**src/design/adaptive_mode_follower_filter_core_macros.svh**
```systemverilog
// assertion macros for the adaptive mode follower filter core
// expects clk_i and rst_ni in the scope of use
`ifndef ADAPTIVE_MODE_FOLLOWER_FILTER_CORE_MACROS_SVH
`define ADAPTIVE_MODE_FOLLOWER_FILTER_CORE_MACROS_SVH

// same-cycle implication
`define AMFF_ASSERT_NOW(lbl, ante, cons, msg) \
  lbl: assert property (@(posedge clk_i) disable iff (!rst_ni) (ante) |-> (cons)) else $error(msg);

// next-cycle implication
`define AMFF_ASSERT_NEXT(lbl, ante, cons, msg) \
  lbl: assert property (@(posedge clk_i) disable iff (!rst_ni) (ante) |=> (cons)) else $error(msg);

`endif

```
**src/design/amff_pkg.sv**
```systemverilog
// shared types, register codes and helpers for the adaptive mode follower filter
// no dependencies
`default_nettype none

package amff_pkg;

  typedef struct packed {
    logic signed [31:0] raw_angle;
    logic        [31:0] time_ms;
  } in_t;

  typedef struct packed {
    logic signed [31:0] filtered_angle;
    logic signed [31:0] velocity_ff;
    logic        [1:0]  follow_mode;
    logic               accepted;
  } out_t;

  typedef struct packed {
    logic [30:0] dead_band;
    logic [30:0] step_threshold;
    logic [30:0] ramp_threshold;
    logic [15:0] corner_hold_ms;
    logic [30:0] jump_limit;
    logic [63:0] alpha_set;
    logic [47:0] gain_set;
  } cfg_t;

  typedef enum logic [1:0] {
    MODE_STILL  = 2'd0,
    MODE_RAMP   = 2'd1,
    MODE_STEP   = 2'd2,
    MODE_CORNER = 2'd3
  } mode_e;

  localparam logic [2:0] REG_DEAD_BAND   = 3'd0;
  localparam logic [2:0] REG_STEP_THR    = 3'd1;
  localparam logic [2:0] REG_RAMP_THR    = 3'd2;
  localparam logic [2:0] REG_CORNER_HOLD = 3'd3;
  localparam logic [2:0] REG_JUMP_LIMIT  = 3'd4;
  localparam logic [2:0] REG_ALPHA_SET   = 3'd5;
  localparam logic [2:0] REG_GAIN_SET    = 3'd6;

  localparam logic [30:0] RST_DEAD_BAND   = 31'd32768;
  localparam logic [30:0] RST_STEP_THR    = 31'd393216;
  localparam logic [30:0] RST_RAMP_THR    = 31'd52429;
  localparam logic [15:0] RST_CORNER_HOLD = 16'd200;
  localparam logic [30:0] RST_JUMP_LIMIT  = 31'd524288;
  localparam logic [63:0] RST_ALPHA_SET   = 64'd5072868695049768141;
  localparam logic [47:0] RST_GAIN_SET    = 48'd63333909856256;

  localparam int unsigned PADDR_W = 6;
  localparam int unsigned PDATA_W = 64;

  localparam logic [9:0]  DT_MAX_MS = 10'd1000;
  localparam logic [16:0] MS_PER_S  = 17'd1000;

  function automatic logic signed [31:0] sat32(input logic signed [63:0] v);
    logic signed [31:0] r;
    if (v > 64'sh0000_0000_7fff_ffff) begin
      r = 32'sh7fff_ffff;
    end else if (v < -64'sh0000_0000_8000_0000) begin
      r = 32'sh8000_0000;
    end else begin
      r = v[31:0];
    end
    return r;
  endfunction

endpackage

`default_nettype wire

```
**src/design/amff_regs.sv**
```systemverilog
// apb configuration registers of the adaptive mode follower filter
// depends on amff_pkg
`default_nettype none

module amff_regs (
  input  wire logic                           clk_i,
  input  wire logic                           rst_ni,
  input  wire logic                           psel,
  input  wire logic                           penable,
  input  wire logic                           pwrite,
  input  wire logic [amff_pkg::PADDR_W-1:0]   paddr,
  input  wire logic [amff_pkg::PDATA_W-1:0]   pwdata,
  output logic      [amff_pkg::PDATA_W-1:0]   prdata,
  output amff_pkg::cfg_t                      cfg_o
);

  amff_pkg::cfg_t cfg_q;
  logic [2:0]     idx;
  logic           wr_en;

  assign idx   = paddr[amff_pkg::PADDR_W-1:3];
  assign wr_en = psel && penable && pwrite;
  assign cfg_o = cfg_q;

  always_ff @(posedge clk_i or negedge rst_ni) begin
    if (!rst_ni) begin
      cfg_q.dead_band      <= amff_pkg::RST_DEAD_BAND;
      cfg_q.step_threshold <= amff_pkg::RST_STEP_THR;
      cfg_q.ramp_threshold <= amff_pkg::RST_RAMP_THR;
      cfg_q.corner_hold_ms <= amff_pkg::RST_CORNER_HOLD;
      cfg_q.jump_limit     <= amff_pkg::RST_JUMP_LIMIT;
      cfg_q.alpha_set      <= amff_pkg::RST_ALPHA_SET;
      cfg_q.gain_set       <= amff_pkg::RST_GAIN_SET;
    end else if (wr_en) begin
      unique case (idx)
        amff_pkg::REG_DEAD_BAND:   cfg_q.dead_band      <= pwdata[30:0];
        amff_pkg::REG_STEP_THR:    cfg_q.step_threshold <= pwdata[30:0];
        amff_pkg::REG_RAMP_THR:    cfg_q.ramp_threshold <= pwdata[30:0];
        amff_pkg::REG_CORNER_HOLD: cfg_q.corner_hold_ms <= pwdata[15:0];
        amff_pkg::REG_JUMP_LIMIT:  cfg_q.jump_limit     <= pwdata[30:0];
        amff_pkg::REG_ALPHA_SET:   cfg_q.alpha_set      <= pwdata;
        amff_pkg::REG_GAIN_SET:    cfg_q.gain_set       <= pwdata[47:0];
        default: ;
      endcase
    end
  end

  always_comb begin
    unique case (idx)
      amff_pkg::REG_DEAD_BAND:   prdata = 64'(cfg_q.dead_band);
      amff_pkg::REG_STEP_THR:    prdata = 64'(cfg_q.step_threshold);
      amff_pkg::REG_RAMP_THR:    prdata = 64'(cfg_q.ramp_threshold);
      amff_pkg::REG_CORNER_HOLD: prdata = 64'(cfg_q.corner_hold_ms);
      amff_pkg::REG_JUMP_LIMIT:  prdata = 64'(cfg_q.jump_limit);
      amff_pkg::REG_ALPHA_SET:   prdata = cfg_q.alpha_set;
      amff_pkg::REG_GAIN_SET:    prdata = 64'(cfg_q.gain_set);
      default:                   prdata = '0;
    endcase
  end

endmodule

`default_nettype wire

```
**src/design/amff_div.sv**
```systemverilog
// bit-serial restoring divider, one quotient bit per cycle
// no package dependencies
`default_nettype none

module amff_div #(
  parameter int unsigned NUM_W = 42,
  parameter int unsigned DEN_W = 10
) (
  input  wire logic             clk_i,
  input  wire logic             rst_ni,
  input  wire logic             start_i,
  input  wire logic [NUM_W-1:0] num_i,
  input  wire logic [DEN_W-1:0] den_i,
  output logic                  done_o,
  output logic      [NUM_W-1:0] quo_o
);

  localparam int unsigned CNT_W = $clog2(NUM_W);

  logic             busy_q, done_q;
  logic [CNT_W-1:0] cnt_q;
  logic [DEN_W-1:0] rem_q, den_q;
  logic [NUM_W-1:0] quo_q;
  logic [DEN_W:0]   rem_sh, rem_sub;
  logic             ge;

  assign rem_sh  = {rem_q, quo_q[NUM_W-1]};
  assign ge      = rem_sh >= {1'b0, den_q};
  assign rem_sub = rem_sh - {1'b0, den_q};
  assign done_o  = done_q;
  assign quo_o   = quo_q;

  always_ff @(posedge clk_i or negedge rst_ni) begin
    if (!rst_ni) begin
      busy_q <= 1'b0;
      done_q <= 1'b0;
      cnt_q  <= '0;
    end else begin
      done_q <= 1'b0;
      if (start_i) begin
        busy_q <= 1'b1;
        cnt_q  <= '0;
      end else if (busy_q) begin
        cnt_q <= cnt_q + 1'b1;
        if (cnt_q == CNT_W'(NUM_W - 1)) begin
          busy_q <= 1'b0;
          done_q <= 1'b1;
        end
      end
    end
  end

  always_ff @(posedge clk_i) begin
    if (start_i) begin
      quo_q <= num_i;
      rem_q <= '0;
      den_q <= den_i;
    end else if (busy_q) begin
      quo_q <= {quo_q[NUM_W-2:0], ge};
      rem_q <= ge ? rem_sub[DEN_W-1:0] : rem_sh[DEN_W-1:0];
    end
  end

endmodule

`default_nettype wire

```
**src/design/adaptive_mode_follower_filter_core.sv**
```systemverilog
// adaptive mode follower filter, top level: sequencer, shared multiplier, state
// depends on amff_pkg, amff_regs, amff_div and the assertion macro header
//
//   channel   direction  handshake              payload
//   in        input      in_valid_i/in_ready_o  in_data_i (amff_pkg::in_t)
//   out       output     out_valid_o/out_ready_i out_data_o (amff_pkg::out_t)
//   config    apb        psel/penable/pready    paddr, pwdata, prdata
//
// one transaction at a time; in_ready_o is high only while the sequencer is idle
// rejected and first samples go S_EVAL to S_OUT; the rest end in S_FF, S_AMUL, S_SM, S_OUT
// step and corner with dt of 2 or more go through S_FFMUL and S_ACC before S_FF
// ramp, dt of 2 or more: S_MULK, S_DINIT, S_DIV (42-bit divide), S_NEG, S_MLO, S_MHI, S_ACC
// a finished result sits in the output register while the next transaction is taken
// reset clears all follower state and loads the register defaults
`default_nettype none

module adaptive_mode_follower_filter_core (
  input  wire logic                         clk_i,
  input  wire logic                         rst_ni,
  input  wire logic                         in_valid_i,
  output logic                              in_ready_o,
  input  wire amff_pkg::in_t                in_data_i,
  output logic                              out_valid_o,
  input  wire logic                         out_ready_i,
  output amff_pkg::out_t                    out_data_o,
  input  wire logic                         psel,
  input  wire logic                         penable,
  input  wire logic                         pwrite,
  input  wire logic [amff_pkg::PADDR_W-1:0] paddr,
  input  wire logic [amff_pkg::PDATA_W-1:0] pwdata,
  output logic      [amff_pkg::PDATA_W-1:0] prdata,
  output logic                              pready
);

`include "adaptive_mode_follower_filter_core_macros.svh"

  typedef enum logic [3:0] {
    S_IDLE, S_PREP, S_EVAL, S_MULK, S_DINIT, S_DIV, S_NEG, S_MLO,
    S_MHI, S_FFMUL, S_ACC, S_FF, S_AMUL, S_SM, S_OUT
  } state_e;

  amff_pkg::cfg_t cfg;

  state_e                state_q;
  logic signed [31:0]    raw_q, smoothed_q, prev_cmd_q, prev_ff_q, last_raw_q, ff_q;
  logic        [31:0]    t_q, prev_time_q, rev_time_q;
  logic                  started_q, rev_flag_q, pd_pos_q, pd_neg_q, rej_q, accd_q, neg_q;
  amff_pkg::mode_e       mode_q;
  logic signed [32:0]    delta_q, gapd_q;
  logic        [32:0]    gap_q;
  logic        [9:0]     dt_q;
  logic        [15:0]    alpha_q, gain_q;
  logic signed [50:0]    prod_q;
  logic signed [60:0]    acc_q;
  logic signed [42:0]    vel_q;
  logic                  out_valid_q;
  amff_pkg::out_t        out_q;

  logic signed [32:0]    jump_d, delta_eff;
  logic        [32:0]    jump_mag, gap, delta_mag;
  logic        [31:0]    tdiff, thold;
  logic                  reject, in_band, rev_set, expire, flag_new;
  logic signed [33:0]    mul_a;
  logic signed [16:0]    mul_b;
  logic signed [50:0]    mul_p, prod_mag;
  logic signed [60:0]    ff_w;
  logic signed [50:0]    sm_r;
  logic signed [51:0]    sm_sum;
  logic                  div_start, div_done;
  logic        [41:0]    div_quo;

  amff_regs u_regs (
    .clk_i   (clk_i),
    .rst_ni  (rst_ni),
    .psel    (psel),
    .penable (penable),
    .pwrite  (pwrite),
    .paddr   (paddr),
    .pwdata  (pwdata),
    .prdata  (prdata),
    .cfg_o   (cfg)
  );

  assign div_start = (state_q == S_DINIT);
  assign prod_mag  = prod_q[50] ? -prod_q : prod_q;

  amff_div #(
    .NUM_W (42),
    .DEN_W (10)
  ) u_div (
    .clk_i   (clk_i),
    .rst_ni  (rst_ni),
    .start_i (div_start),
    .num_i   (prod_mag[41:0]),
    .den_i   (dt_q),
    .done_o  (div_done),
    .quo_o   (div_quo)
  );

  assign pready      = 1'b1;
  assign in_ready_o  = (state_q == S_IDLE);
  assign out_valid_o = out_valid_q;
  assign out_data_o  = out_q;

  assign jump_d   = 33'(raw_q) - 33'(last_raw_q);
  assign jump_mag = jump_d[32] ? 33'(-jump_d) : 33'(jump_d);
  assign reject   = started_q && (jump_mag > {2'b0, cfg.jump_limit});
  assign tdiff    = t_q - prev_time_q;

  assign gap       = gapd_q[32] ? 33'(-gapd_q) : 33'(gapd_q);
  assign in_band   = gap < {2'b0, cfg.dead_band};
  assign delta_eff = in_band ? '0 : delta_q;
  assign delta_mag = delta_eff[32] ? 33'(-delta_eff) : 33'(delta_eff);
  assign rev_set   = !in_band && ((delta_eff[32] && pd_pos_q) ||
                                  (!delta_eff[32] && (delta_eff != '0) && pd_neg_q));
  assign thold     = t_q - rev_time_q;
  assign expire    = thold > {16'b0, cfg.corner_hold_ms};
  assign flag_new  = rev_set || (rev_flag_q && !expire);

  always_comb begin
    mul_a = '0;
    mul_b = '0;
    case (state_q)
      S_MULK: begin
        mul_a = 34'(delta_q);
        mul_b = $signed(amff_pkg::MS_PER_S);
      end
      S_FFMUL: begin
        mul_a = (mode_q == amff_pkg::MODE_STEP) ? $signed({1'b0, gap_q}) : 34'(prev_ff_q);
        mul_b = $signed({1'b0, gain_q});
      end
      S_MLO: begin
        mul_a = $signed({13'b0, vel_q[20:0]});
        mul_b = $signed({1'b0, gain_q});
      end
      S_MHI: begin
        mul_a = 34'($signed(vel_q[42:21]));
        mul_b = $signed({1'b0, gain_q});
      end
      S_AMUL: begin
        mul_a = 34'(gapd_q);
        mul_b = $signed({1'b0, alpha_q});
      end
      default: ;
    endcase
  end

  assign mul_p  = 51'(mul_a) * 51'(mul_b);
  assign ff_w   = (acc_q + 61'sd8192) >>> 14;
  assign sm_r   = (prod_q + 51'sd16384) >>> 15;
  assign sm_sum = 52'(smoothed_q) + 52'(sm_r);

  always_ff @(posedge clk_i or negedge rst_ni) begin
    if (!rst_ni) begin
      state_q     <= S_IDLE;
      started_q   <= 1'b0;
      smoothed_q  <= '0;
      prev_cmd_q  <= '0;
      pd_pos_q    <= 1'b0;
      pd_neg_q    <= 1'b0;
      prev_ff_q   <= '0;
      prev_time_q <= '0;
      rev_flag_q  <= 1'b0;
      rev_time_q  <= '0;
      last_raw_q  <= '0;
      mode_q      <= amff_pkg::MODE_STILL;
      accd_q      <= 1'b0;
      out_valid_q <= 1'b0;
    end else begin
      if (out_valid_q && out_ready_i && (state_q != S_OUT)) begin
        out_valid_q <= 1'b0;
      end
      unique case (state_q)
        S_IDLE: begin
          if (in_valid_i) begin
            state_q <= S_PREP;
          end
        end
        S_PREP: state_q <= S_EVAL;
        S_EVAL: begin
          last_raw_q <= raw_q;
          if (rej_q) begin
            accd_q  <= 1'b0;
            state_q <= S_OUT;
          end else if (!started_q) begin
            smoothed_q  <= raw_q;
            prev_cmd_q  <= raw_q;
            pd_pos_q    <= 1'b0;
            pd_neg_q    <= 1'b0;
            prev_ff_q   <= '0;
            prev_time_q <= t_q;
            started_q   <= 1'b1;
            mode_q      <= amff_pkg::MODE_STILL;
            accd_q      <= 1'b1;
            state_q     <= S_OUT;
          end else begin
            accd_q      <= 1'b1;
            prev_cmd_q  <= raw_q;
            prev_time_q <= t_q;
            pd_pos_q    <= !delta_eff[32] && (delta_eff != '0);
            pd_neg_q    <= delta_eff[32];
            rev_flag_q  <= flag_new;
            if (rev_set) begin
              rev_time_q <= t_q;
            end
            if (delta_mag > {2'b0, cfg.step_threshold}) begin
              mode_q  <= amff_pkg::MODE_STEP;
              state_q <= S_FFMUL;
            end else if (flag_new) begin
              mode_q  <= amff_pkg::MODE_CORNER;
              state_q <= (dt_q >= 10'd2) ? S_FFMUL : S_FF;
            end else if (gap > {2'b0, cfg.ramp_threshold}) begin
              mode_q  <= amff_pkg::MODE_RAMP;
              state_q <= (dt_q >= 10'd2) ? S_MULK : S_FF;
            end else begin
              mode_q  <= amff_pkg::MODE_STILL;
              state_q <= S_FF;
            end
          end
        end
        S_MULK:  state_q <= S_DINIT;
        S_DINIT: state_q <= S_DIV;
        S_DIV: begin
          if (div_done) begin
            state_q <= S_NEG;
          end
        end
        S_NEG:   state_q <= S_MLO;
        S_MLO:   state_q <= S_MHI;
        S_MHI:   state_q <= S_ACC;
        S_FFMUL: state_q <= S_ACC;
        S_ACC:   state_q <= S_FF;
        S_FF:    state_q <= S_AMUL;
        S_AMUL:  state_q <= S_SM;
        S_SM: begin
          smoothed_q <= amff_pkg::sat32(64'(sm_sum));
          prev_ff_q  <= ff_q;
          state_q    <= S_OUT;
        end
        S_OUT: begin
          if (!out_valid_q || out_ready_i) begin
            out_valid_q <= 1'b1;
            state_q     <= S_IDLE;
          end
        end
        default: state_q <= S_IDLE;
      endcase
    end
  end

  always_ff @(posedge clk_i) begin
    case (state_q)
      S_IDLE: begin
        raw_q <= in_data_i.raw_angle;
        t_q   <= in_data_i.time_ms;
      end
      S_PREP: begin
        rej_q   <= reject;
        delta_q <= 33'(raw_q) - 33'(prev_cmd_q);
        gapd_q  <= 33'(raw_q) - 33'(smoothed_q);
        if (t_q > prev_time_q) begin
          dt_q <= (tdiff > 32'(amff_pkg::DT_MAX_MS)) ? amff_pkg::DT_MAX_MS : tdiff[9:0];
        end else begin
          dt_q <= '0;
        end
      end
      S_EVAL: begin
        delta_q <= delta_eff;
        gap_q   <= gap;
        acc_q   <= '0;
        if (delta_mag > {2'b0, cfg.step_threshold}) begin
          alpha_q <= cfg.alpha_set[47:32];
          gain_q  <= cfg.gain_set[15:0];
        end else if (flag_new) begin
          alpha_q <= cfg.alpha_set[63:48];
          gain_q  <= cfg.gain_set[31:16];
        end else if (gap > {2'b0, cfg.ramp_threshold}) begin
          alpha_q <= cfg.alpha_set[31:16];
          gain_q  <= cfg.gain_set[47:32];
        end else begin
          alpha_q <= cfg.alpha_set[15:0];
          gain_q  <= cfg.gain_set[15:0];
        end
      end
      S_MULK:  prod_q <= mul_p;
      S_DINIT: neg_q  <= prod_q[50];
      S_NEG:   vel_q  <= neg_q ? -$signed({1'b0, div_quo}) : $signed({1'b0, div_quo});
      S_MLO:   prod_q <= mul_p;
      S_MHI: begin
        prod_q <= mul_p;
        acc_q  <= 61'(prod_q);
      end
      S_FFMUL: begin
        prod_q <= mul_p;
        acc_q  <= '0;
      end
      S_ACC: begin
        acc_q <= acc_q + ((mode_q == amff_pkg::MODE_RAMP) ? (61'(prod_q) <<< 21)
                                                           : 61'(prod_q));
      end
      S_FF:   ff_q   <= amff_pkg::sat32(64'(ff_w));
      S_AMUL: prod_q <= mul_p;
      S_OUT: begin
        if (!out_valid_q || out_ready_i) begin
          out_q.filtered_angle <= smoothed_q;
          out_q.velocity_ff    <= prev_ff_q;
          out_q.follow_mode    <= mode_q;
          out_q.accepted       <= accd_q;
        end
      end
      default: ;
    endcase
  end

  `AMFF_ASSERT_NEXT(a_busy_after_take, in_valid_i && in_ready_o, !in_ready_o, "ready after take")
  `AMFF_ASSERT_NOW(a_result_frees_seq, $rose(out_valid_o), in_ready_o, "result without idle")
  `AMFF_ASSERT_NEXT(a_div_to_neg, (state_q == S_DIV) && div_done, state_q == S_NEG, "div exit")
  `AMFF_ASSERT_NOW(a_reject_keeps, (state_q == S_EVAL) && rej_q, started_q, "reject unstarted")

endmodule

`default_nettype wire

```
**config.mk**
```make
export PLATFORM = sky130hd
export DESIGN_NAME = adaptive_mode_follower_filter_core
export DESIGN_NICKNAME = d
export VERILOG_FILES = /design/src/design/amff_pkg.sv /design/src/design/amff_regs.sv /design/src/design/amff_div.sv /design/src/design/adaptive_mode_follower_filter_core.sv
export VERILOG_INCLUDE_DIRS = /design/src /design/src/design
export SDC_FILE = /design/constraint.sdc
export NUM_CORES = 2
export LEC_CHECK = 0
export BUFFER_PORTS_ARGS = -buffer_cell sky130_fd_sc_hd__buf_2
export CAP_MARGIN = 20
export CORE_MARGIN = 3
export CORE_UTILIZATION = 45
export DETAILED_ROUTE_END_ITERATION = 12
export HOLD_SLACK_MARGIN = 0.08
export PLACE_DENSITY = 0.66
export SLEW_MARGIN = 10
export SYNTH_ARGS = -nofsm -noshare
export SYNTH_HDL_FRONTEND = slang
export SYNTH_SLANG_ARGS = --single-unit
```
**constraint.sdc**
```tcl
create_clock -name clk_i -period 8.85 [get_ports clk_i]
set_input_delay 1.77 -clock clk_i [delete_from_list [all_inputs] [get_ports clk_i]]
set_output_delay 1.77 -clock clk_i [all_outputs]
set_load 0.02 [all_outputs]
```
==> reports/metrics.csv <==
stage,metric,value,unit
synth,Mapped Cells,8560,
timing,Final Hold Vio Count,0,
layout,"Core Util, Final",51.0,%
synth,"Seq/Total Area, Yosys",33.9,%
routing,drt first pass iters,7,
cts,hold_buf cts,0,
routing,DR WL/cell,24.4,microns
timing,Max Fclk,118,MHz
worst_setup_path,crit path kind,reg -> reg,
cts,CTS max path bufs,3,
timing,Sum Neg Setup Slack,0,ns
layout,Nets,10100,
placed_design,DP Area,0.0860,sq mm
synth,Synth warnings,0,
placed_design,port bufs,270,
routing,initial DRC count,6923,
synth,Netlist cell types,107,
synth,Synth top cells by count,"nand2_1, inv_1, o21ai_0",
routing,ANT nets after route,0,
worst_hold_path,hold crit path type,reg -> reg,
worst_setup_path,worst r2r dst,prod_q[49]$_DFFE_PP_,
cts,TritonCTS clock tree,done,
synth,top_reg_cell synth,edfxtp_1,
power_and_ir_drop,Cell Pwr Density,399,mW/mm^2
power_and_ir_drop,Clock power frac,14.0,%
power_and_ir_drop,Sequential Power Share,24.3,%
layout,layout cells sized above 1,11.8,%
synth,#FFs+latches synth,987,
power_and_ir_drop,Max VDD drop,0.000238,V
timing,endpoints failing setup,0,
timing,Slew @ Worst Pin,1.16,ns
worst_setup_path,Reg2Reg Launch Point,state_q[1]$_DFFE_PN0P_,
synth,Post-Syn Area per Cell,9.40,sq um
floorplanning,effective utilization at floorplan,45.5,%
synth,post-synth top area cell,edfxtp_1,
run,MaxCap Viol Count,0,
power_and_ir_drop,Comb power frac,61.7,%
outcome,status,finished clean,
placed_design,RePlAce Congestion,0.972,
timing,final clock skew,0.106,ns
layout,final cell count without fillers,11300,
worst_setup_path,Worst path max stage delay,0.65,ns
cts,worst-skew pair later-pin latency,0.81,ns
synth,synth top area cells,"edfxtp_1, fa_1, dfrtp_1, ha_1, nand2_1",
routing,detailed-route via count,66400,
floorplanning,DIE AREA,0.184,sq mm
power_and_ir_drop,P_sw,17.6,mW
floorplanning,Die Wd,429,microns
worst_setup_path,CP max FO,24,
global_route,GRT overflow,0,
timing,headroom to the max-slew limit,22.8,%
worst_setup_path,Worst Setup Start Kind,flip-flop,
global_route,initial antenna violation count,9,
floorplanning,core area,0.177,sq mm
synth,synthesized cell area,0.0804,sq mm
worst_setup_path,critical path arrival,9.03,ns
worst_setup_path,CP max stage cell,a22oi_2,
worst_setup_path,CP endpoint kind,flip-flop,
timing,hold_ws,0.416,ns
layout,fin area,0.0903,sq mm
worst_setup_path,"Top cell by count, worst path",fa_1,
synth,"EDFF count, synth",513,
global_route,vias in the first global route,64900,
worst_setup_path,CP Data Required Time,9.39,ns
floorplanning,row count,154,
cts,"Reg clk slew, reported paths",0.07,ns
global_route,largest net degree at the start of global routing,174,
placed_design,dpl cells,11100,
synth,Async SR Flop Fraction,47.0,%
cts,clock root cell,clkbuf_16,
synth,top-count cell post-synth,nand2_1,
power_and_ir_drop,Leak,38.5,nW
timing,period utilization,95.9,%
synth,Yosys top cell area share,19.1,%
floorplanning,Die Y-Extent,429,microns
routing,Via density,5.88,
worst_setup_path,Setup crit start,state_q[1]$_DFFE_PN0P_,
cts,htree depth,3,
power_and_ir_drop,Internal Power,18.4,mW
global_route,GRT Total Usage,29.7,%
synth,Synth Net Count,9761,
worst_setup_path,CP endpoint,prod_q[49]$_DFFE_PP_,
routing,drt drc,0,
timing,Final Critical Period,8.48,ns
floorplanning,I/O pin count,275,
timing,"Slew Viols, Final",0,
power_and_ir_drop,sw frac,48.9,%
cts,CTS Buf Count,113,
worst_setup_path,reg2reg setup slack,0.37,ns
global_route,first-pass GRT wire length,415000,microns
layout,area delta synth->final,12.2,%
cts,clk sinks,987,
worst_setup_path,reg2reg path depth,31,
routing,Total Wirelength,276000,microns
placed_design,HPWL after detailed placement,215000,microns
layout,Layout fillers,16300,
-- layout make-up --
cell class                 instances  area (sq um)  area share (%)
multi-input combinational       6207         48300            53.5
sequential                       987         27300            30.2
timing repair buffer             546          3940            4.37
inverter                        1002          3770            4.17
clock buffer                     146          3210            3.56
tap                             2340          2930            3.24
clock inverter                    69           811           0.898
antenna                            4          10.0          0.0111
-- how the worst min path moves through the flow --
| stage | to | startpoint | cells after the start |
|---|---|---|---|
| floorplan | u_div.den_q[0]$_DFFE_PP_ | dt_q[0]$_SDFFCE_PP0P_ | 0 |
| global placement | u_div.den_q[0]$_DFFE_PP_ | dt_q[0]$_SDFFCE_PP0P_ | 0 |
| detailed placement | u_div.den_q[0]$_DFFE_PP_ | dt_q[0]$_SDFFCE_PP0P_ | 0 |
| CTS | prev_ff_q[23]$_DFFE_PN0P_ | ff_q[23]$_SDFFCE_PN1P_ | 1 |
| global route | u_div.den_q[0]$_DFFE_PP_ | dt_q[0]$_SDFFCE_PP0P_ | 0 |
| finish | prev_ff_q[23]$_DFFE_PN0P_ | ff_q[23]$_SDFFCE_PN1P_ | 1 |
-- per-layer routing --
metal  vias up  part of all wire [%]  global-route usage, %
met5         -                 0.015                      0
met4         6                   5.2                   13.5
met3       511                   8.3                   4.80
met2      2781                    45                   46.4
met1     33100                    42                   40.6
li1      30100                     -                      -
-- sequential cells by signal, summed over array words and instances, names as in the netlist, 10 cells and up --
signal,count
prev_cmd_q,32
acc_q,61
raw_q,32
delta_q,33
prev_ff_q,32
prod_q,51
prev_time_q,32
u_div.rem_q,10
gapd_q,33
ff_q,32
smoothed_q,32
out_data_o,67
t_q,32
vel_q,43
u_regs.cfg_o,252
gain_q,16
u_div.den_q,10
dt_q,10
last_raw_q,32
u_div.quo_o,42
rev_time_q,32
gap_q,33
alpha_q,16
-- layout by cell type (no fill, tap or decap), types with 60 or more instances in the layout --
cell	count
nand2_1	1080
inv_1	999
o21ai_0	732
ha_1	535
nor2_1	534
fa_1	525
edfxtp_1	513
dfrtp_1	404
a21oi_1	353
xnor2_1	287
buf_2	269
buf_4	235
xor2_1	208
a21o_1	182
mux2_2	149
clkbuf_16	120
nor2b_1	115
nand3_1	108
a22oi_1	101
mux2i_1	94
nand2b_1	82
nor3_1	82
nand4_1	81
a22o_1	69
o31ai_1	67
dfstp_2	60
-- cells by family after synthesis --
family          Yosys count  share of synthesized area (%)
compound gates         2051                           16.4
xor+xnor                495                           5.39
fa+ha+maj              1060                           21.4
buf+inv                1366                           6.44
flops                   987                           33.9
mux                     243                           3.26
other cells               1                        0.00466
simple gates           2357                           13.2
-- through the flow --
step                      setup WS [ns]  total power, mW
after global routing            -0.0201             38.7
after global placement            0.148             30.1
after detailed placement          0.133             30.5
after floorplan                   0.379             22.8
final                             0.366             36.0
after CTS                        0.0836             35.7
-- power groups by stage --
stage               Clock, mW  Combinational (mW)  Sequential [mW]
floorplan                   0                14.9             7.88
global placement            0                21.3             8.77
detailed placement          0                21.7             8.79
CTS                      5.11                21.9             8.72
global route             5.29                24.5             8.86
finish                   5.03                22.2             8.76
-- worst max-delay path, delay by kind of cell (launching register included) --
family | cells | cell delay [ns]
xor gates and xnor gates | 1 | 0.16
buffers and inverters | 9 | 1.36
and+or+nand+nor | 3 | 0.25
DFF | 1 | 0.47
AOI/OAI and AO/OA | 11 | 2.78
adders and majority gates | 7 | 3.16
-- timing repair --
| action | 4_1_cts | 5_1_grt |
|---|---|---|
| endpoints found under the setup margin | 0 | 28 |
| gates resized for setup | 0 | 17 |
| buffers inserted | 0 | 11 |
No activity file was read; power rests on OpenSTA's default activity.
